File: src/hdl/lfd_pkg.sv
package lfd_pkg;

  localparam int unsigned MAX_POINTS_DEF = 1024;

  localparam int unsigned SUM_X_W  = 27;
  localparam int unsigned SUM_XX_W = 41;
  localparam int unsigned SUM_XY_W = 42;
  localparam int unsigned SPLIT_W  = 21;
  localparam int unsigned MUL_A_W  = 33;
  localparam int unsigned MUL_B_W  = 28;
  localparam int unsigned PROD_W   = MUL_A_W + MUL_B_W;
  localparam int unsigned FIT_W    = 53;
  localparam int unsigned DIV_W    = 70;
  localparam int unsigned DIV_CNT_W = $clog2(DIV_W + 1);

  localparam logic [1:0] OPC_ADD   = 2'd0;
  localparam logic [1:0] OPC_QUERY = 2'd1;
  localparam logic [1:0] OPC_CLEAR = 2'd2;

  typedef enum logic [4:0] {
    OP_NONE,
    OP_ADD,
    OP_CLEAR,
    OP_CAPTURE,
    OP_M_NXX_LO,
    OP_M_NXX_HI,
    OP_M_SXSX,
    OP_M_NXY_LO,
    OP_M_NXY_HI,
    OP_M_SXSY,
    OP_NUM_END,
    OP_SDIV_INIT,
    OP_DIV_STEP,
    OP_SLOPE_FIN,
    OP_M_ASX,
    OP_BDIV_INIT,
    OP_B_FIN,
    OP_M_AX,
    OP_DEV,
    OP_DEGEN
  } dp_op_e;

  typedef enum logic [4:0] {
    S_IDLE,
    S_DEN_LO,
    S_DEN_HI,
    S_DEN_SQ,
    S_NUM_LO,
    S_NUM_HI,
    S_NUM_SQ,
    S_NUM_END,
    S_CHECK,
    S_SDIV,
    S_SFIN,
    S_BMUL,
    S_BINIT,
    S_BDIV,
    S_BFIN,
    S_DMUL,
    S_DEV
  } state_e;

  typedef struct packed {
    dp_op_e op;
  } dp_cmd_t;

  typedef struct packed {
    logic div_done;
    logic degen;
  } dp_stat_t;

endpackage

File: src/hdl/lfd_ctrl.sv
module lfd_ctrl (
  input  logic              clk_i,
  input  logic              rst_ni,
  input  logic              start_i,
  input  logic [1:0]        opcode_i,
  input  lfd_pkg::dp_stat_t stat_i,
  output lfd_pkg::dp_cmd_t  cmd_o,
  output logic              busy_o
);
  import lfd_pkg::*;

  state_e state_q, state_d;

  always_ff @(posedge clk_i or negedge rst_ni) begin
    if (!rst_ni) begin
      state_q <= S_IDLE;
    end else begin
      state_q <= state_d;
    end
  end

  always_comb begin
    state_d = state_q;
    case (state_q)
      S_IDLE:    if (start_i && (opcode_i == OPC_QUERY)) state_d = S_DEN_LO;
      S_DEN_LO:  state_d = S_DEN_HI;
      S_DEN_HI:  state_d = S_DEN_SQ;
      S_DEN_SQ:  state_d = S_NUM_LO;
      S_NUM_LO:  state_d = S_NUM_HI;
      S_NUM_HI:  state_d = S_NUM_SQ;
      S_NUM_SQ:  state_d = S_NUM_END;
      S_NUM_END: state_d = S_CHECK;
      S_CHECK:   state_d = stat_i.degen ? S_IDLE : S_SDIV;
      S_SDIV:    if (stat_i.div_done) state_d = S_SFIN;
      S_SFIN:    state_d = S_BMUL;
      S_BMUL:    state_d = S_BINIT;
      S_BINIT:   state_d = S_BDIV;
      S_BDIV:    if (stat_i.div_done) state_d = S_BFIN;
      S_BFIN:    state_d = S_DMUL;
      S_DMUL:    state_d = S_DEV;
      S_DEV:     state_d = S_IDLE;
      default:   state_d = S_IDLE;
    endcase
  end

  always_comb begin
    cmd_o.op = OP_NONE;
    case (state_q)
      S_IDLE: begin
        if (start_i) begin
          case (opcode_i)
            OPC_ADD:   cmd_o.op = OP_ADD;
            OPC_QUERY: cmd_o.op = OP_CAPTURE;
            OPC_CLEAR: cmd_o.op = OP_CLEAR;
            default:   cmd_o.op = OP_NONE;
          endcase
        end
      end
      S_DEN_LO:  cmd_o.op = OP_M_NXX_LO;
      S_DEN_HI:  cmd_o.op = OP_M_NXX_HI;
      S_DEN_SQ:  cmd_o.op = OP_M_SXSX;
      S_NUM_LO:  cmd_o.op = OP_M_NXY_LO;
      S_NUM_HI:  cmd_o.op = OP_M_NXY_HI;
      S_NUM_SQ:  cmd_o.op = OP_M_SXSY;
      S_NUM_END: cmd_o.op = OP_NUM_END;
      S_CHECK:   cmd_o.op = stat_i.degen ? OP_DEGEN : OP_SDIV_INIT;
      S_SDIV:    cmd_o.op = OP_DIV_STEP;
      S_SFIN:    cmd_o.op = OP_SLOPE_FIN;
      S_BMUL:    cmd_o.op = OP_M_ASX;
      S_BINIT:   cmd_o.op = OP_BDIV_INIT;
      S_BDIV:    cmd_o.op = OP_DIV_STEP;
      S_BFIN:    cmd_o.op = OP_B_FIN;
      S_DMUL:    cmd_o.op = OP_M_AX;
      S_DEV:     cmd_o.op = OP_DEV;
      default:   cmd_o.op = OP_NONE;
    endcase
  end

  assign busy_o = (state_q != S_IDLE);

endmodule

File: config.mk
export PLATFORM = sky130hd
export DESIGN_NAME = lfd_ctrl
export DESIGN_NICKNAME = d
export VERILOG_FILES = /design/src/hdl/lfd_pkg.sv /design/src/hdl/lfd_ctrl.sv
export SDC_FILE = /design/constraint.sdc
export NUM_CORES = 1
export LEC_CHECK = 0
export ABC_AREA = 1
export BUFFER_PORTS_ARGS = -buffer_cell sky130_fd_sc_hd__buf_4
export CORE_AREA = 2 2 39 41
export CTS_CLUSTER_DIAMETER = 60
export DETAILED_ROUTE_END_ITERATION = 8
export DIE_AREA = 0 0 41 43
export PLACE_DENSITY = 0.66
export SYNTH_ARGS = -nofsm -noshare
export SYNTH_HDL_FRONTEND = slang
export SYNTH_SLANG_ARGS = --single-unit
File: constraint.sdc
create_clock -name clk_i -period 1.5 [get_ports clk_i]
set_input_delay 0.225 -clock clk_i [delete_from_list [all_inputs] [get_ports clk_i]]
set_output_delay 0.225 -clock clk_i [all_outputs]
set_load 0.03 [all_outputs]
* Word-level counts from Yosys, hierarchy flattened
Cells that the tools add are included.
W data, S select, Z words.
** Operators by class
- Shift-type cells :: 0
- Reductions and logical operators :: 6
- $add $sub $neg :: 0
- Multiplexer cells :: 9
- Bitwise logic cells :: 0
- Magnitude comparators :: 0
- Equality and inequality tests :: 21
- Div/mod/pow operators :: 0
- Multiply operators :: 0
** Operators by type and width (count)
- $pmux W5 S16 :: 2
- $eq A5 B4 Y1 const B :: 8
- $eq A5 B3 Y1 const B :: 4
- $mux W5 :: 4
- $eq A5 B2 Y1 const B :: 2
- $ne A2 B2 Y1 const B :: 3
- $pmux W2 S3 :: 1
- $eq A5 B1 Y1 const B :: 1
- $eq A5 B5 Y1 const B :: 1
- $logic_not A5 Y1 :: 1
- $reduce_bool A5 Y1 :: 1
- $mux W4 :: 1
- $reduce_and A3 Y1 :: 1
- $eq A2 B1 Y1 const B :: 1
- $eq A2 B2 Y1 const B :: 1
- $logic_not A2 Y1 :: 1
- $mux W2 :: 1
- $reduce_or A2 Y1 :: 1
- $logic_and A1 B1 Y1 :: 1
** Storage, ports and cells
- RAM bits :: 0
- Memories kept :: 0
- Memory bits (read-only) :: 0
- Input port bits :: 7
- Word-level logic and storage cells :: 37
- Output and inout port bits :: 6
- Bits in latches :: 0
- Flip-flop bits (word level) :: 5

* Depth between registers and ports, before layout
Gate-level depths: netlist of the first run.
- Word-level depth :: 4
- Gate-level depth with buffers :: 9
- Gate-level depth less buffers :: 8

* Worst setup path before layout of the first run
No wires, ideal clock.
- Path type :: register -> output
- Start :: reg state_q[4]
- End :: out cmd_o[4] (netlist bit)
- Stages on the path, launching flop included :: 6
- Path slack :: -0.086 ns
- Path buffers :: 0
- Data required time :: 1.275 ns
- Data arrival time :: 1.361 ns
- Path through :: dfrtp_1 > inv_2 > nand2_1 > nor2_2 > nand2_1 > o221ai_1
** RTL lines
- start, declared :: RTL line lfd_ctrl.sv:12 : state_e state_q, state_d;
- start signal, assigned :: RTL line lfd_ctrl.sv:18 : state_q <= state_d;
- end, declared :: RTL line lfd_ctrl.sv:7 : output lfd_pkg::dp_cmd_t cmd_o,

==> reports/qor.yml, run 1 <==
worst_hold_path_type: "input port to register"
whs_path_depth: 3
synthDistinctLibCells: 24
worst-endpoint-required_ns: 1.27
reg2regPathDepth: 9
max_cap_viol_count: 0
synth_warnings: 0
cts-root-to-sink-buffers: 2
cellLeakagePower_nw: 0.470
placed_area_um2: 767
track_usage: 0.217
antenna_found_initial: 0
initial_core_utilization: 0.418
setup-violations-final: 6
largestRegisters: "state_q (5)"
die_height_um: 43
r2r-start: "state_q[2]"
dp_hpwl_um: 1330
path_max_fanout: 7
grt_pass1_vias: 659
critical_path.startpoint_type: "register"
place_ws_ns: 0.00404
fmax_mhz: 585
syn_to_final_growth_pct: 57.4
most_used_flip_flop_cell_after_synthesis: "sky130_fd_sc_hd__dfrtp_1"
endpoint_of_the_worst_hold_timing_path: "state_q[0]"
regMostFlops: "state_q"
max_slew_margin: 0.831
floorplan.die_area_um2: 1760
clk_pin_slew_ns: 0.04
synth_edf_count: 0
antenna_cells: 0
synth.avg_cell_area_um2: 6.35
end_kind: "primary output"
reg2reg_slack_ns: 0.21
ys_ff_latch: 5
power_density_nw_per_um2: 2280
drc_errors: 0
number_of_nets_still_failing_antenna_checks_after_routing: 0
total_number_of_h_tree_levels: 1
violations: "negative setup slack"
layout.nets: 131
core_um2: 1380
grt_overflow_total: 0
portion_of_the_clock_cycle_consumed_by_the_worst_path_in_the_final_layout: 1.14
mappedNetlistNets: 101
drt_pre_antenna_iters: 5
timing.final.hold_violations: 0
run_status: "finished with violations"
vdd_ir_drop_max_mv: 1.12
detail_route.iter0.violations: 21
report.final.slew_viol_count: 0
layout_setup_ws_ns: -0.211
synth_largest_type_area_fraction: 0.216
drt-total-wl_um: 1690
cts-root-buf: "sky130_fd_sc_hd__clkbuf_4"
vias: 725
unrepaired_setup_endpoints_after_global_routing: "true"
tns_ns: -1.05
netlist_instances: 91
netlist_top_cells_area: "sky130_fd_sc_hd__dfrtp_1 (22%), sky130_fd_sc_hd__nand2_1 (15%), sky130_fd_sc_hd__nor2_1 (7.1%)"
floorplan.rows: 14
largest_reg_flops: 5
cts_tree: "done"
largest_net_degree_at_the_start_of_global_routing: 9
cp_data_arrival_time_ns: 1.49
place.port_buffers: 12
p_total_w: 0.00207
dieWidth_um: 41
number_of_buffers_inserted_during_clock_tree_synthesis: 3
layout-drive-gt1-share: 0.533
postSynth.asyncResetShare: 1.00
timing_worst_setup_path_type: "register to primary output"
cts.sinks: 5
worst_reg2reg_endpoint: "state_q[0]"
synth.yosys.seq_area_share: 0.216
final_period_minus_worst_setup_slack_ns: 1.71
via_per_inst: 5.33
design_area_um2: 910
num_io_pins: 13
first_pass_grt_wire_length_um: 2660
fin_worst_skew_ns: 0.00843
synth_common_cells: "sky130_fd_sc_hd__nand2_1 (23), sky130_fd_sc_hd__nor2_1 (11), sky130_fd_sc_hd__inv_1 (7)"
worstHoldStart: "stat_i[1]"
clock_latency_ns: 0.24
routedWlPerCell_um: 12.4
netlist_area_um2: 578
worst_pin_slew_ns: 0.251
synth_area_leader_cell: "sky130_fd_sc_hd__dfrtp_1"
place_congestion: 0.975
post-synth-top-count-cell: "sky130_fd_sc_hd__nand2_1"
-- placed cells by master, fill, tap and decap left out --
master,Yosys,final
sky130_fd_sc_hd__buf_6,0,3
sky130_fd_sc_hd__nand2_1,23,20
sky130_fd_sc_hd__nor4_1,1,1
sky130_fd_sc_hd__a31oi_1,1,1
sky130_fd_sc_hd__inv_1,7,7
sky130_fd_sc_hd__a21oi_2,0,1
sky130_fd_sc_hd__o221ai_2,0,1
sky130_fd_sc_hd__and3_1,1,1
sky130_fd_sc_hd__o31ai_2,0,1
sky130_fd_sc_hd__o21ai_2,0,1
sky130_fd_sc_hd__nand3b_1,1,1
sky130_fd_sc_hd__dlygate4sd3_1,0,1
sky130_fd_sc_hd__nand3_1,6,3
sky130_fd_sc_hd__dfrtp_2,0,5
sky130_fd_sc_hd__o21ai_0,2,2
sky130_fd_sc_hd__buf_4,0,22
sky130_fd_sc_hd__inv_2,6,6
sky130_fd_sc_hd__ha_1,3,3
sky130_fd_sc_hd__nor2_1,11,10
sky130_fd_sc_hd__nand3_2,3,6
sky130_fd_sc_hd__clkbuf_1,0,1
sky130_fd_sc_hd__nand2_2,3,6
sky130_fd_sc_hd__nand4_1,4,4
sky130_fd_sc_hd__clkinv_1,1,1
sky130_fd_sc_hd__nor2_4,2,7
sky130_fd_sc_hd__nor2_2,5,1
sky130_fd_sc_hd__clkbuf_4,0,3
sky130_fd_sc_hd__nor3_4,0,1
-- how the worst max path moves through the flow --
| stage | start | end | cells after the start |
|---|---|---|---|
| final | state_q[0] | cmd_o[3] | 6 |
| after global routing | state_q[0] | cmd_o[2] | 6 |
| after CTS | state_q[3] | cmd_o[2] | 7 |
| after detailed placement | state_q[4] | cmd_o[2] | 6 |
| after global placement | state_q[4] | cmd_o[2] | 6 |
| after floorplan | state_q[2] | cmd_o[0] | 6 |
-- final cells by class --
cell class | instances | area [um2]
Clock buffer | 4 | 26.3
Fill cell | 124 | 474
Multi-Input combinational cell | 71 | 470
Sequential cell | 5 | 131
Timing Repair Buffer | 26 | 209
Inverter | 14 | 52.6
Tap cell | 16 | 20.0
-- critical path, cell delays in order, from the launching register on --
cell and delay (ns):
sky130_fd_sc_hd__dfrtp_2 0.45, sky130_fd_sc_hd__nor2_4 0.22, sky130_fd_sc_hd__buf_4 0.16, sky130_fd_sc_hd__nand3_2 0.07
sky130_fd_sc_hd__and3_1 0.15, sky130_fd_sc_hd__nand2_1 0.07, sky130_fd_sc_hd__buf_6 0.13
-- per-layer routing --
layer  vias to the layer above  part of all wire  GRT usage
li1                        355                 -          -
met1                       340              0.42      0.293
met2                        24              0.52      0.325
met3                         6             0.041     0.0209
met4                         0             0.018      0.113
met5                         -                 0          0
-- report_power, final --
part           leakage, nW  switching, W  internal [W]
registers           0.0584      0.000123      0.000196
logic                0.396      0.000939      0.000654
clock network       0.0150     0.0000584      0.000101
total                0.470       0.00112      0.000952
-- timing repair --
action,4_1_cts,5_1_grt
gates cloned,0,0
pin swaps,5,8
gates resized for setup,11,11
endpoints found under the hold margin,5,0
hold buffers,1,0
endpoints found under the setup margin,6,6
setup buffers,3,1
-- through the flow --
stage               std cells  hold WS (ns)   util
floorplan                  91       -0.0706      -
global placement          127        0.0289  0.554
detailed placement        127        0.0293  0.554
CTS                       135         0.273  0.618
global route              136         0.284  0.657
finish                    136         0.278  0.657
-- kinds of logic after synthesis --
| logic type | after synthesis | share of synthesized area |
|---|---|---|
| buffers and inverters | 15 | 0.0996 |
| AO/OA/AOI/OAI | 7 | 0.0736 |
| AND/OR/NAND/NOR | 61 | 0.545 |
| adder cells (fa/ha/maj) | 3 | 0.0649 |
| flip-flops | 5 | 0.216 |
No activity file was read; power rests on OpenSTA's default activity.
==> run 2: changes to the inputs <==
- ABC_AREA: 1 -> unset
- CAP_MARGIN: unset -> 20
- PLACE_DENSITY: 0.66 -> unset
==> run 2 against run 1 <==
The flow still finishes with violations (negative setup slack). Power down 5.7%. Hold slack worse by 0.021 ns. Design area down 8.9%. Combinational power down 6%. Clock skew down 0.0029 ns. Via count down 25%. Count of clock-buffer cells in the layout unchanged. Clock power about the same. First-iteration DRC count down 71%.
==> reports/qor.yml, run 2 <==
cts.sinks: 5
final_cell_count_no_fill: 105
layout_setup_ws_ns: -0.274
dieWidth_um: 41
final_period_minus_worst_setup_slack_ns: 1.77
largest_reg_flops: 5
synth_largest_type_area_fraction: 0.244
syn_to_final_growth_pct: 61.9
path_max_fanout: 9
report.final.slew_viol_count: 0
drt_pre_antenna_iters: 3
postSynth.asyncResetShare: 1.00
largestRegisters: "state_q (5)"
most_used_flip_flop_cell_after_synthesis: "sky130_fd_sc_hd__dfrtp_1"
layout.nets: 100
largest_net_degree_at_the_start_of_global_routing: 10
layout_common_cells: "sky130_fd_sc_hd__buf_4 (24), sky130_fd_sc_hd__a21oi_1 (7), sky130_fd_sc_hd__buf_6 (6), sky130_fd_sc_hd__inv_1 (4), sky130_fd_sc_hd__nor2_1 (4)"
finalCoreUtilization: 0.599
synth_warnings: 0
post-synth-top-count-cell: "sky130_fd_sc_hd__a21oi_1"
cts-root-to-sink-buffers: 2
portion_of_the_clock_cycle_consumed_by_the_worst_path_in_the_final_layout: 1.18
first_pass_grt_wire_length_um: 2180
layout-drive-gt1-share: 0.551
antenna_cells: 0
netlist_top_cells_area: "sky130_fd_sc_hd__dfrtp_1 (24%), sky130_fd_sc_hd__ha_1 (7.3%), sky130_fd_sc_hd__a21oi_1 (6.8%)"
p_total_w: 0.00196
timing_worst_setup_path_type: "register to primary output"
total_number_of_h_tree_levels: 1
antenna_found_initial: 0
synth.yosys.seq_area_share: 0.244
unrepaired_setup_endpoints_after_global_routing: "true"
nFillCells: 132
cellLeakagePower_nw: 0.383
violations: "negative setup slack"
reg2reg_slack_ns: 0.10
ys_ff_latch: 5
synth.avg_cell_area_um2: 8.67
dp_hpwl_um: 943
dp.cells: 97
routedWlPerCell_um: 12.3
end_kind: "primary output"
cp_data_arrival_time_ns: 1.55
worst_pin_slew_ns: 0.330
run_status: "finished with violations"
via_per_inst: 5.17
clk_pin_slew_ns: 0.04
max_cap_viol_count: 0
regMostFlops: "state_q"
cts-root-buf: "sky130_fd_sc_hd__clkbuf_4"
initial_core_utilization: 0.370
worst_hold_path_type: "input port to register"
mappedNetlistNets: 69
vias: 543
setup-violations-final: 6
die_height_um: 43
number_of_buffers_inserted_during_clock_tree_synthesis: 3
power_density_nw_per_um2: 2360
netlist_area_um2: 512
place_congestion: 0.694
fin_worst_skew_ns: 0.00553
fmax_mhz: 564
drt-total-wl_um: 1290
timing.final.hold_violations: 0
floorplan.rows: 14
cts_tree: "done"
track_usage: 0.187
detail_route.iter0.violations: 6
synth_common_cells: "sky130_fd_sc_hd__a21oi_1 (7), sky130_fd_sc_hd__dfrtp_1 (5), sky130_fd_sc_hd__nor2_1 (5)"
synth_edf_count: 0
grt_pass1_vias: 498
max_slew_margin: 0.780
core_um2: 1380
grt_overflow_total: 0
drc_errors: 0
critical_path.startpoint_type: "register"
netlist_instances: 59
layout.cells.most_common: "sky130_fd_sc_hd__buf_4"
num_io_pins: 13
synthDistinctLibCells: 35
place.port_buffers: 12
floorplan.die_area_um2: 1760
vdd_ir_drop_max_mv: 1.15
clock_latency_ns: 0.25
synth_area_leader_cell: "sky130_fd_sc_hd__dfrtp_1"
worst-endpoint-required_ns: 1.27
number_of_nets_still_failing_antenna_checks_after_routing: 0
run 2: area by class of cell:
type                    instances  area [um2]  share of cell area
repair buffers                 31         258               0.311
well taps                      16        20.0              0.0242
clock buffers                   4        26.3              0.0317
multi-input cells              45         380               0.459
flip-flops and latches          5         129               0.156
inverters                       4        15.0              0.0181
run 2: logic make-up (layout without fill, tap and decap cells):
group	Yosys count	in the layout	synth area share
compound gates	22	22	0.318
simple gates	19	19	0.242
buf+inv	9	39	0.105
flops	5	5	0.244
fa+ha+maj	3	3	0.0734
xor+xnor	1	1	0.0171
run 2: timing repair:
action | in CTS | in global routing
endpoints found under the setup margin | 6 | 7
hold buffers | 1 | 0
gates resized for setup | 12 | 1
pin swaps | 3 | 1
buffers inserted | 3 | 0
hold endpoints to repair | 5 | 0
run 2: final timing paths:
kind                             from          to  cells past startpoint
min in group asynchronous      rst_ni  state_q[2]                      2
max reg2reg                state_q[0]  state_q[3]                      5
max                        state_q[0]    cmd_o[1]                      4
max in group asynchronous      rst_ni  state_q[0]                      2
min                         stat_i[1]  state_q[0]                      3
min reg2reg                state_q[0]  state_q[1]                      2
run 2: critical path: stages, from the launching register on:
cell and delay (ns):
sky130_fd_sc_hd__dfrtp_2 0.45, sky130_fd_sc_hd__or2_4 0.28, sky130_fd_sc_hd__o32a_1 0.32, sky130_fd_sc_hd__o22ai_4 0.10, sky130_fd_sc_hd__buf_6 0.15
run 2: metal layers:
metal / routed length (um) / track usage
met1: 617 / 0.254
met3: 23 / 0.0314
met4: 27 / 0.120
met2: 621 / 0.263
met5: 0 / 0
run 2: power breakdown:
| part | total, W | internal [W] | switching, W |
|---|---|---|---|
| logic | 0.00149 | 0.000771 | 0.000715 |
| clock network | 0.000160 | 0.000101 | 0.0000588 |
| registers | 0.000310 | 0.000199 | 0.000111 |
run 2: through the flow:
step	worst slack [ns]	area, um2	hold WS, ns	TNS, ns
5_1_grt	-0.371	828	0.267	-1.72
3_5_place_dp	-0.0860	741	0.0271	-0.259
4_1_cts	-0.278	827	0.251	-1.26
6_report	-0.274	828	0.257	-1.21
2_1_floorplan	-0.0794	557	-0.0706	-0.101
3_3_place_gp	-0.0647	741	0.0261	-0.197
